<file path="config.mk">
export PLATFORM = sky130hd
export DESIGN_NAME = charge_current_regulator_flat
export DESIGN_NICKNAME = d
export VERILOG_FILES = /design/src/rtl/core/ccr_pkg.sv /design/src/rtl/core/ccr_meas_if.sv /design/src/rtl/core/ccr_status_if.sv /design/src/rtl/core/charge_current_regulator.sv /design/src/flat_wrapper.sv
export SDC_FILE = /design/constraint.sdc
export NUM_CORES = 2
export LEC_CHECK = 0
export BUFFER_PORTS_ARGS = -buffer_cell sky130_fd_sc_hd__buf_2
export CAP_MARGIN = 20
export CORE_MARGIN = 1.5
export CORE_UTILIZATION = 25
export DETAILED_ROUTE_END_ITERATION = 6
export PLACE_DENSITY = 0.37
export SETUP_SLACK_MARGIN = 0.3
export SKIP_CTS_REPAIR_TIMING = 1
export SYNTH_ARGS = -nofsm -noshare
export SYNTH_HDL_FRONTEND = slang
export SYNTH_SLANG_ARGS = --single-unit
</file>
<file path="constraint.sdc">
create_clock -name clk -period 29.8 [get_ports clk]
set_input_delay 0 -clock clk [delete_from_list [all_inputs] [get_ports clk]]
set_output_delay 0 -clock clk [all_outputs]
set_load 0.02 [all_outputs]
</file>
<file path="src/rtl/core/ccr_pkg.sv">
// ----------------------------------------------------------------------------
// ccr_pkg
// Types, register map and constants of the charge current regulator.
// ----------------------------------------------------------------------------
package ccr_pkg;

  localparam int APB_ADDR_W = 5;
  localparam int APB_DATA_W = 32;

  localparam int SAMPLE_W = 16;
  localparam int GAIN_W   = 15;
  localparam int SHIFT_W  = 5;
  localparam int TPM_W    = 20;
  localparam int DUTY_W   = 13;
  localparam int COUNT_W  = 16;
  localparam int SUM_W    = 32;

  localparam logic [SUM_W-1:0]   START_POWER   = 32'd1300000;
  localparam logic [DUTY_W-1:0]  DUTY_MAX      = 13'd7000;
  localparam logic [SHIFT_W-1:0] SHIFT_RESET   = 5'd10;
  localparam logic [TPM_W-1:0]   TPM_RESET     = 20'd3600;

  typedef enum logic [1:0] {
    RUN_STOP      = 2'd0,
    RUN_CHARGE    = 2'd1,
    RUN_DISCHARGE = 2'd2,
    RUN_PAUSE     = 2'd3
  } mode_t;

  typedef enum logic {
    KIND_RESTART = 1'b0,
    KIND_TICK    = 1'b1
  } kind_t;

  typedef enum logic [2:0] {
    REG_RUN_MODE       = 3'd0,
    REG_TARGET_CURRENT = 3'd1,
    REG_PROP_GAIN      = 3'd2,
    REG_INTEG_GAIN     = 3'd3,
    REG_SHIFT_BITS     = 3'd4,
    REG_TICKS_PER_MAH  = 3'd5
  } reg_index_t;

endpackage

</file>
<file path="src/rtl/core/ccr_meas_if.sv">
// ----------------------------------------------------------------------------
// ccr_meas_if
// Measurement channel: restart or current sample, valid/ready handshake.
// ----------------------------------------------------------------------------
interface ccr_meas_if;
  logic                                valid;
  logic                                ready;
  logic                                kind;
  logic signed [ccr_pkg::SAMPLE_W-1:0] measured_current;

  modport source (output valid, output kind, output measured_current, input ready);
  modport sink (input valid, input kind, input measured_current, output ready);
endinterface

</file>
<file path="src/rtl/core/ccr_status_if.sv">
// ----------------------------------------------------------------------------
// ccr_status_if
// Result channel: applied duty and milliamp hour counts, valid/ready handshake.
// ----------------------------------------------------------------------------
interface ccr_status_if;
  logic                         valid;
  logic                         ready;
  logic [ccr_pkg::DUTY_W-1:0]   duty;
  logic                         duty_updated;
  logic [ccr_pkg::COUNT_W-1:0]  chg_mah;
  logic [ccr_pkg::COUNT_W-1:0]  dchg_mah;

  modport source (output valid, output duty, output duty_updated, output chg_mah,
                  output dchg_mah, input ready);
  modport sink (input valid, input duty, input duty_updated, input chg_mah,
                input dchg_mah, output ready);
endinterface

</file>
<file path="src/rtl/core/charge_current_regulator.sv">
// ----------------------------------------------------------------------------
// charge_current_regulator
// One charger channel: incremental PI current loop, PWM duty, mAh counters.
// meas carries restart transactions and signed current samples; status returns
// one transaction per measurement: duty, duty_updated and both mAh counts.
// Registers are written over the APB port (byte address 4*index); the user
// must write them only while idle; the block itself does not enforce it. A meas
// transaction passes an input register, then a result register, before
// status.valid rises. One transaction per cycle is sustained while status is
// ready. The rate is set by the power sum loop, whose multiply, add, rounding
// shift and clamp are combinational in the compute stage. Reset loads the
// register defaults and the controller start power, clears the counters and
// the duty, and empties both stages. When status is stalled the result is
// held; one more transaction waits in the input stage, then meas.ready drops.
// ----------------------------------------------------------------------------
module charge_current_regulator (
  input  logic                              clk,
  input  logic                              rst,
  input  logic                              psel,
  input  logic                              penable,
  input  logic                              pwrite,
  input  logic [ccr_pkg::APB_ADDR_W-1:0]    paddr,
  input  logic [ccr_pkg::APB_DATA_W-1:0]    pwdata,
  output logic [ccr_pkg::APB_DATA_W-1:0]    prdata,
  output logic                              pready,
  ccr_meas_if.sink                          meas,
  ccr_status_if.source                      status
);

  // configuration registers
  ccr_pkg::mode_t                   run_mode;
  logic [ccr_pkg::GAIN_W-1:0]       target_current;
  logic [ccr_pkg::GAIN_W-1:0]       prop_gain;
  logic [ccr_pkg::GAIN_W-1:0]       integ_gain;
  logic [ccr_pkg::SHIFT_W-1:0]      shift_bits;
  logic [ccr_pkg::TPM_W-1:0]        ticks_per_mah;

  // input stage
  logic                                s1_valid;
  logic                                s1_kind;
  logic signed [ccr_pkg::SAMPLE_W-1:0] s1_sample;
  logic                                s1_advance;

  // controller and counter state
  logic [ccr_pkg::SUM_W-1:0]           power_sum;
  logic [ccr_pkg::SUM_W-1:0]           held_power;
  logic signed [ccr_pkg::SAMPLE_W-1:0] older_sample;
  logic signed [ccr_pkg::SAMPLE_W-1:0] last_sample;
  logic                                overshoot_seen;
  logic [ccr_pkg::SUM_W-1:0]           charge_accum;
  logic [ccr_pkg::SUM_W-1:0]           discharge_accum;
  logic [ccr_pkg::COUNT_W-1:0]         charge_count;
  logic [ccr_pkg::COUNT_W-1:0]         discharge_count;
  logic [ccr_pkg::DUTY_W-1:0]          applied_duty;
  logic                                out_valid;
  logic                                out_updated;

  // compute stage
  logic                                cfg_write;
  ccr_pkg::reg_index_t                 cfg_index;
  logic signed [ccr_pkg::SAMPLE_W:0]   err;
  logic signed [ccr_pkg::SAMPLE_W:0]   diff;
  logic signed [ccr_pkg::SAMPLE_W:0]   p_operand;
  logic signed [ccr_pkg::SUM_W:0]      prod_p;
  logic signed [ccr_pkg::SUM_W:0]      prod_i;
  logic                                direct;
  logic                                snap;
  logic [ccr_pkg::SUM_W-1:0]           base;
  logic [ccr_pkg::SUM_W-1:0]           power_sum_next;
  logic [ccr_pkg::SUM_W-1:0]           round_term;
  logic [ccr_pkg::SUM_W-1:0]           rounded;
  logic signed [ccr_pkg::SUM_W-1:0]    shifted;
  logic [ccr_pkg::DUTY_W-1:0]          duty_next;
  logic [ccr_pkg::SUM_W-1:0]           sample_ext;
  logic [ccr_pkg::SUM_W-1:0]           tpm_ext;
  logic [ccr_pkg::SUM_W-1:0]           accum_sel;
  logic [ccr_pkg::SUM_W-1:0]           accum_sum;
  logic                                mah_hit;
  logic [ccr_pkg::SUM_W-1:0]           accum_next;

  // configuration port
  assign pready    = 1'b1;
  assign cfg_write = psel && penable && pwrite;
  assign cfg_index = ccr_pkg::reg_index_t'(paddr[4:2]);

  always_ff @(posedge clk) begin
    if (rst) begin
      run_mode       <= ccr_pkg::RUN_STOP;
      target_current <= '0;
      prop_gain      <= '0;
      integ_gain     <= '0;
      shift_bits     <= ccr_pkg::SHIFT_RESET;
      ticks_per_mah  <= ccr_pkg::TPM_RESET;
    end else if (cfg_write) begin
      case (cfg_index)
        ccr_pkg::REG_RUN_MODE:       run_mode       <= ccr_pkg::mode_t'(pwdata[1:0]);
        ccr_pkg::REG_TARGET_CURRENT: target_current <= pwdata[ccr_pkg::GAIN_W-1:0];
        ccr_pkg::REG_PROP_GAIN:      prop_gain      <= pwdata[ccr_pkg::GAIN_W-1:0];
        ccr_pkg::REG_INTEG_GAIN:     integ_gain     <= pwdata[ccr_pkg::GAIN_W-1:0];
        ccr_pkg::REG_SHIFT_BITS:     shift_bits     <= pwdata[ccr_pkg::SHIFT_W-1:0];
        ccr_pkg::REG_TICKS_PER_MAH:  ticks_per_mah  <= pwdata[ccr_pkg::TPM_W-1:0];
        default: ;
      endcase
    end
  end

  always_comb begin
    prdata = '0;
    case (cfg_index)
      ccr_pkg::REG_RUN_MODE:       prdata = {30'd0, run_mode};
      ccr_pkg::REG_TARGET_CURRENT: prdata = {17'd0, target_current};
      ccr_pkg::REG_PROP_GAIN:      prdata = {17'd0, prop_gain};
      ccr_pkg::REG_INTEG_GAIN:     prdata = {17'd0, integ_gain};
      ccr_pkg::REG_SHIFT_BITS:     prdata = {27'd0, shift_bits};
      ccr_pkg::REG_TICKS_PER_MAH:  prdata = {12'd0, ticks_per_mah};
      default:                     prdata = '0;
    endcase
  end

  // handshake
  assign s1_advance = s1_valid && (!out_valid || status.ready);
  assign meas.ready = !s1_valid || s1_advance;

  always_ff @(posedge clk) begin
    if (rst) begin
      s1_valid <= 1'b0;
    end else if (meas.ready) begin
      s1_valid <= meas.valid;
    end
  end

  always_ff @(posedge clk) begin
    if (meas.valid && meas.ready) begin
      s1_kind   <= meas.kind;
      s1_sample <= meas.measured_current;
    end
  end

  // pi step
  always_comb begin
    err       = $signed({2'b00, target_current}) - $signed({s1_sample[15], s1_sample});
    diff      = $signed({last_sample[15], last_sample}) - $signed({s1_sample[15], s1_sample});
    direct    = older_sample[15];
    p_operand = direct ? err : diff;
    prod_p    = $signed({1'b0, prop_gain}) * p_operand;
    prod_i    = $signed({1'b0, integ_gain}) * err;
    snap      = !direct && !overshoot_seen && (s1_sample > $signed({1'b0, target_current}));
    if (direct) begin
      base = '0;
    end else if (snap) begin
      base = held_power;
    end else begin
      base = power_sum;
    end
    power_sum_next = base + prod_p[ccr_pkg::SUM_W-1:0] + prod_i[ccr_pkg::SUM_W-1:0];
    if (shift_bits == '0) begin
      round_term = '0;
    end else begin
      round_term = 32'd1 << (shift_bits - 5'd1);
    end
    rounded = power_sum_next + round_term;
    shifted = $signed(rounded) >>> shift_bits;
    if (shifted[ccr_pkg::SUM_W-1]) begin
      duty_next = '0;
    end else if (shifted > $signed({19'd0, ccr_pkg::DUTY_MAX})) begin
      duty_next = ccr_pkg::DUTY_MAX;
    end else begin
      duty_next = shifted[ccr_pkg::DUTY_W-1:0];
    end
  end

  // milliamp hour accumulation, shared by charge and discharge
  always_comb begin
    sample_ext = {{(ccr_pkg::SUM_W-ccr_pkg::SAMPLE_W){s1_sample[15]}}, s1_sample};
    tpm_ext    = {{(ccr_pkg::SUM_W-ccr_pkg::TPM_W){1'b0}}, ticks_per_mah};
    accum_sel  = (run_mode == ccr_pkg::RUN_CHARGE) ? charge_accum : discharge_accum;
    accum_sum  = accum_sel + sample_ext;
    mah_hit    = $signed(accum_sum) >= $signed(tpm_ext);
    accum_next = mah_hit ? accum_sum - tpm_ext : accum_sum;
  end

  always_ff @(posedge clk) begin
    if (rst) begin
      power_sum       <= ccr_pkg::START_POWER;
      held_power      <= ccr_pkg::START_POWER;
      older_sample    <= '0;
      last_sample     <= '0;
      overshoot_seen  <= 1'b0;
      charge_accum    <= '0;
      discharge_accum <= '0;
      charge_count    <= '0;
      discharge_count <= '0;
      applied_duty    <= '0;
      out_updated     <= 1'b0;
    end else if (s1_advance) begin
      out_updated <= 1'b0;
      if (s1_kind == ccr_pkg::KIND_RESTART) begin
        power_sum      <= ccr_pkg::START_POWER;
        held_power     <= ccr_pkg::START_POWER;
        older_sample   <= '0;
        last_sample    <= '0;
        overshoot_seen <= 1'b0;
        applied_duty   <= '0;
        out_updated    <= 1'b1;
      end else begin
        case (run_mode)
          ccr_pkg::RUN_CHARGE: begin
            charge_accum <= accum_next;
            if (mah_hit) begin
              charge_count <= charge_count + 16'd1;
            end
            power_sum <= power_sum_next;
            if (!direct) begin
              held_power <= power_sum_next;
            end
            if (snap) begin
              overshoot_seen <= 1'b1;
            end
            older_sample <= last_sample;
            last_sample  <= s1_sample;
            applied_duty <= duty_next;
            out_updated  <= 1'b1;
          end
          ccr_pkg::RUN_DISCHARGE: begin
            discharge_accum <= accum_next;
            if (mah_hit) begin
              discharge_count <= discharge_count + 16'd1;
            end
          end
          default: ;
        endcase
      end
    end
  end

  // result register
  always_ff @(posedge clk) begin
    if (rst) begin
      out_valid <= 1'b0;
    end else if (s1_advance) begin
      out_valid <= 1'b1;
    end else if (status.ready) begin
      out_valid <= 1'b0;
    end
  end

  assign status.valid         = out_valid;
  assign status.duty          = applied_duty;
  assign status.duty_updated  = out_updated;
  assign status.chg_mah       = charge_count;
  assign status.dchg_mah      = discharge_count;

`ifndef SYNTHESIS
  a_duty_range: assert property (@(posedge clk) disable iff (rst)
    applied_duty <= ccr_pkg::DUTY_MAX)
    else $error("duty above limit");

  a_restart_zero: assert property (@(posedge clk) disable iff (rst)
    s1_advance && s1_kind == ccr_pkg::KIND_RESTART
    |=> status.valid && status.duty == '0 && status.duty_updated)
    else $error("restart did not clear duty");

  a_idle_mode_holds: assert property (@(posedge clk) disable iff (rst)
    s1_advance && s1_kind == ccr_pkg::KIND_TICK
    && (run_mode == ccr_pkg::RUN_STOP || run_mode == ccr_pkg::RUN_PAUSE)
    |=> $stable(power_sum) && $stable(applied_duty) && !status.duty_updated
        && $stable(charge_count) && $stable(discharge_count))
    else $error("state changed in stop or pause");

  a_count_step: assert property (@(posedge clk) disable iff (rst)
    charge_count != $past(charge_count)
    |-> charge_count == 16'($past(charge_count) + 16'd1))
    else $error("charge count jumped");
`endif

endmodule

</file>
<file path="src/flat_wrapper.sv">
// flat-port wrapper written by rule: the top's interface ports become plain ports
module charge_current_regulator_flat 
  (clk, rst, psel, penable, pwrite, paddr, pwdata, prdata, pready, meas_valid, meas_kind, meas_measured_current, meas_ready, status_valid, status_duty, status_duty_updated, status_chg_mah, status_dchg_mah, status_ready);
  ccr_meas_if meas_i ();
  ccr_status_if status_i ();
  input  logic clk;
  input  logic rst;
  input  logic psel;
  input  logic penable;
  input  logic pwrite;
  input  logic [ccr_pkg::APB_ADDR_W-1:0] paddr;
  input  logic [ccr_pkg::APB_DATA_W-1:0] pwdata;
  output logic [ccr_pkg::APB_DATA_W-1:0] prdata;
  output logic pready;
  input wire logic [$bits(meas_i.valid)-1:0] meas_valid;
  input wire logic [$bits(meas_i.kind)-1:0] meas_kind;
  input wire logic [$bits(meas_i.measured_current)-1:0] meas_measured_current;
  output wire logic [$bits(meas_i.ready)-1:0] meas_ready;
  output wire logic [$bits(status_i.valid)-1:0] status_valid;
  output wire logic [$bits(status_i.duty)-1:0] status_duty;
  output wire logic [$bits(status_i.duty_updated)-1:0] status_duty_updated;
  output wire logic [$bits(status_i.chg_mah)-1:0] status_chg_mah;
  output wire logic [$bits(status_i.dchg_mah)-1:0] status_dchg_mah;
  input wire logic [$bits(status_i.ready)-1:0] status_ready;
  assign meas_i.valid = meas_valid;
  assign meas_i.kind = meas_kind;
  assign meas_i.measured_current = meas_measured_current;
  assign meas_ready = meas_i.ready;
  assign status_valid = status_i.valid;
  assign status_duty = status_i.duty;
  assign status_duty_updated = status_i.duty_updated;
  assign status_chg_mah = status_i.chg_mah;
  assign status_dchg_mah = status_i.dchg_mah;
  assign status_i.ready = status_ready;
  charge_current_regulator u_core (.clk(clk), .rst(rst), .psel(psel), .penable(penable), .pwrite(pwrite), .paddr(paddr), .pwdata(pwdata), .prdata(prdata), .pready(pready), .meas(meas_i), .status(status_i));
endmodule
</file>
==> results.yml <==
die:
  die_y_um: 403
  io-pin-count: 142
  start_util_pct: 25.2
  placeableCoreArea_um2: 159000
  rows: 146
  dieArea_um2: 163000
  die_w_um: 403
synth:
  synthArstFlopShare_pct: 0
  synth_seq_cells: 283
  syn_avg_cell_area_um2: 8.65
  synth_top_area_cell: "fa_1"
  syn_inst: 4635
  ys_top_cells_by_count: "fa_1 (608), inv_1 (605), nand2_1 (478)"
  ys_seq_area_share_pct: 14.6
  synth_top_area_share_pct: 30.4
  ys.flop_type: "dfxtp_1"
  syn-cell-area_um2: 40100
  yosysMostFrequentCell: "fa_1"
  netlist_top_cells_area: "fa_1 (30%), dfxtp_1 (13%), ha_1 (8.1%)"
  synthDistinctLibCells: 91
  yosys_warnings: 0
  synth_enable_flop_cells: 17
global_routing:
  grt_remaining_overflow: 0
  grt_max_degree: 103
  grt-busiest-layer: "met2"
  antenna_found_initial: 6
  met1_usage_pct: 23.8
  grt_pass1_vias: 33300
  grtUsageTotal_pct: 16.8
  met2_usage_pct: 28.3
  grt_pass1_wl_mm: 211
  use_met3_pct: 1.17
setup_path:
  rrSetupSlack_ns: 12.51
  required_ns: 30.31
  end_kind: "flip-flop"
  crit_end: "u_core.status.duty[6]"
  r2r_end: "u_core.status.duty[6]"
  cpMaxStageDelayCell: "xnor2_1"
  cpMostUsedCell: "fa_1"
  rr_worst_depth: 52
  crit_fanout: 18
  crit_start: "u_core.s1_sample[0]"
  worstPathArrival_ns: 17.80
  worst-setup-path-type: "flip-flop to flip-flop"
  cpPeakStageDelay_ns: 0.69
  worst_setup_path_start_kind: "flip-flop"
  timing.rr.start: "u_core.s1_sample[0]"
routing:
  ant_nets: 0
  remaining_drc_errors: 1
  routedWlPerCell_um: 20.2
  drtIter0Drc: 1495
  firstDrtPassIters: 7
  dr_total_vias: 31900
  routed_wl_mm: 137
  via_per_inst: 4.71
timing:
  setup_violations: 0
  drv_slew: 0
  post-route-period-util_pct: 58.0
  finalCriticalPeriod_ns: 17.29
  fin_setup_tns_ns: 0
  relSlewSlack_pct: 19.9
  fin_skew_ns: 0.0125
  worst_pin_slew_ns: 1.20
  fmax_mhz: 57.8
  rsz0062_at_grt: "false"
  finalHoldViolCount: 0
layout:
  drive_gt1_share_pct: 7.71
  nNetsFinal: 5601
  syn_to_final_growth_pct: 11.2
  final_area_um2: 44600
  nFillCells: 17100
clock_network:
  cts_tree: "built"
  numClockSinks: 283
  cts_buffer_depth: 3
  insertion_delay_ns: 0.63
  htree_levels: 1
  cts_root_buf: "clkbuf_16"
  clk_pin_slew_ns: 0.06
  numCtsBuffers: 31
worst_hold_path:
  hold_path.class: "input port to flip-flop"
place:
  place_area_um2: 43100
  port_buffers: 114
  hpwl_mm: 110
  gp_congestion: 0.839
job:
  max_cap_violations: 0
power_and_ir_drop:
  vdd_drop_max_v: 0.0000491
  p_per_area_nw_per_um2: 26.5
  power.leakage_nw: 17.1
outcome:
  status: "finished with violations"
  violations: "DRC"
[state kept, by name, indices dropped and copies added, names as in the netlist]
signal,count
u_core.run_mode,2
u_core.status.dchg_mah,16
u_core.s1_sample,16
u_core.charge_accum,32
u_core.older_sample,1
u_core.prop_gain,15
u_core.last_sample,16
u_core.power_sum,32
u_core.target_current,15
u_core.discharge_accum,32
u_core.status.duty,13
u_core.status.valid,1
u_core.status.chg_mah,16
u_core.ticks_per_mah,20
u_core.overshoot_seen,1
u_core.status.duty_updated,1
u_core.integ_gain,15
u_core.shift_bits,5
u_core.held_power,32
u_core.s1_kind,1
u_core.s1_valid,1
[how the worst min path moves through the flow]
stage,depth (start not counted),slack (ns),start,to
CTS,1,-0.51,meas_measured_current[2],u_core.s1_sample[2]
finish,5,0.09,penable,u_core.prop_gain[7]
detailed placement,1,0.18,meas_measured_current[12],u_core.s1_sample[12]
floorplan,0,0.1,meas_kind,u_core.s1_kind
global route,2,0.09,meas_measured_current[6],u_core.s1_sample[6]
global placement,1,0.18,meas_measured_current[0],u_core.s1_sample[0]
[where the power goes]
part | total, mW | internal, mW | switching, mW
sequential | 0.396 | 0.389 | 0.00679
clock | 0.390 | 0.210 | 0.179
combinational | 0.397 | 0.140 | 0.257
[stage by stage]
| step | setup slack, ns | utilization, % | hold slack [ns] | std cells | total power [mW] |
|---|---|---|---|---|---|
| global route | 11.30 | 28.1 | 0.0868 | 6768 | 1.25 |
| detailed placement | 12.36 | 27.1 | 0.182 | 6664 | 0.796 |
| global placement | 12.32 | 27.1 | 0.181 | 6662 | 0.800 |
| CTS | 12.30 | 27.7 | -0.505 | 6719 | 1.20 |
| finish | 12.51 | 28.1 | 0.0889 | 6769 | 1.18 |
| floorplan | 16.53 | - | 0.0989 | 4646 | 0.657 |
[logic make-up after synthesis]
logic type / after synthesis / synth area share [%]
other: 2 / 0.0187
and+or+nand+nor: 1552 / 18.8
AOI/OAI and AO/OA: 812 / 13.4
DFF: 283 / 14.6
buffers and inverters: 864 / 8.28
muxes: 103 / 3.11
xor gates and xnor gates: 153 / 3.49
adders and majority gates: 866 / 38.4
[routing by layer]
layer / vias up / routed length [um]
met2: 522 / 63800
met4: 0 / 1950
met5: - / 0
met3: 95 / 4230
li1: 15200 / -
met1: 16100 / 66700
[layout by cell type (no fill, tap or decap), types with 58 or more instances in the layout]
cell and instances:
a211oi_1 66, xnor2_1 95, a21oi_1 233, inv_1 605
fa_1 608, nor3_1 64, ha_1 258, a22oi_1 78
buf_4 84, buf_2 114, dfxtp_1 265, and2_1 315
mux2_2 58, nand2_1 478, nand3_1 79, o21ai_0 128
nor2_1 359
[layout make-up]
class / instances / area [um^2] / share of cell area (%)
antenna: 1 / 2.50 / 0.00561
clock buffer: 48 / 911 / 2.04
clock inverter: 7 / 63.8 / 0.143
inverter: 610 / 2290 / 5.14
multi-input combinational: 3499 / 31100 / 69.8
sequential: 283 / 5840 / 13.1
tap: 2072 / 2590 / 5.82
timing repair buffer: 249 / 1750 / 3.93
[worst max-delay path: cells and delay by family (launching register included)]
| kind | cells | cell delay [ns] |
|---|---|---|
| and+or+nand+nor | 6 | 1.47 |
| AOI/OAI and AO/OA | 30 | 7.98 |
| buffers and inverters | 3 | 0.80 |
| xor gates and xnor gates | 1 | 0.69 |
| adders and majority gates | 12 | 5.62 |
| DFF | 1 | 0.54 |
No activity file was read; power rests on OpenSTA's default activity.
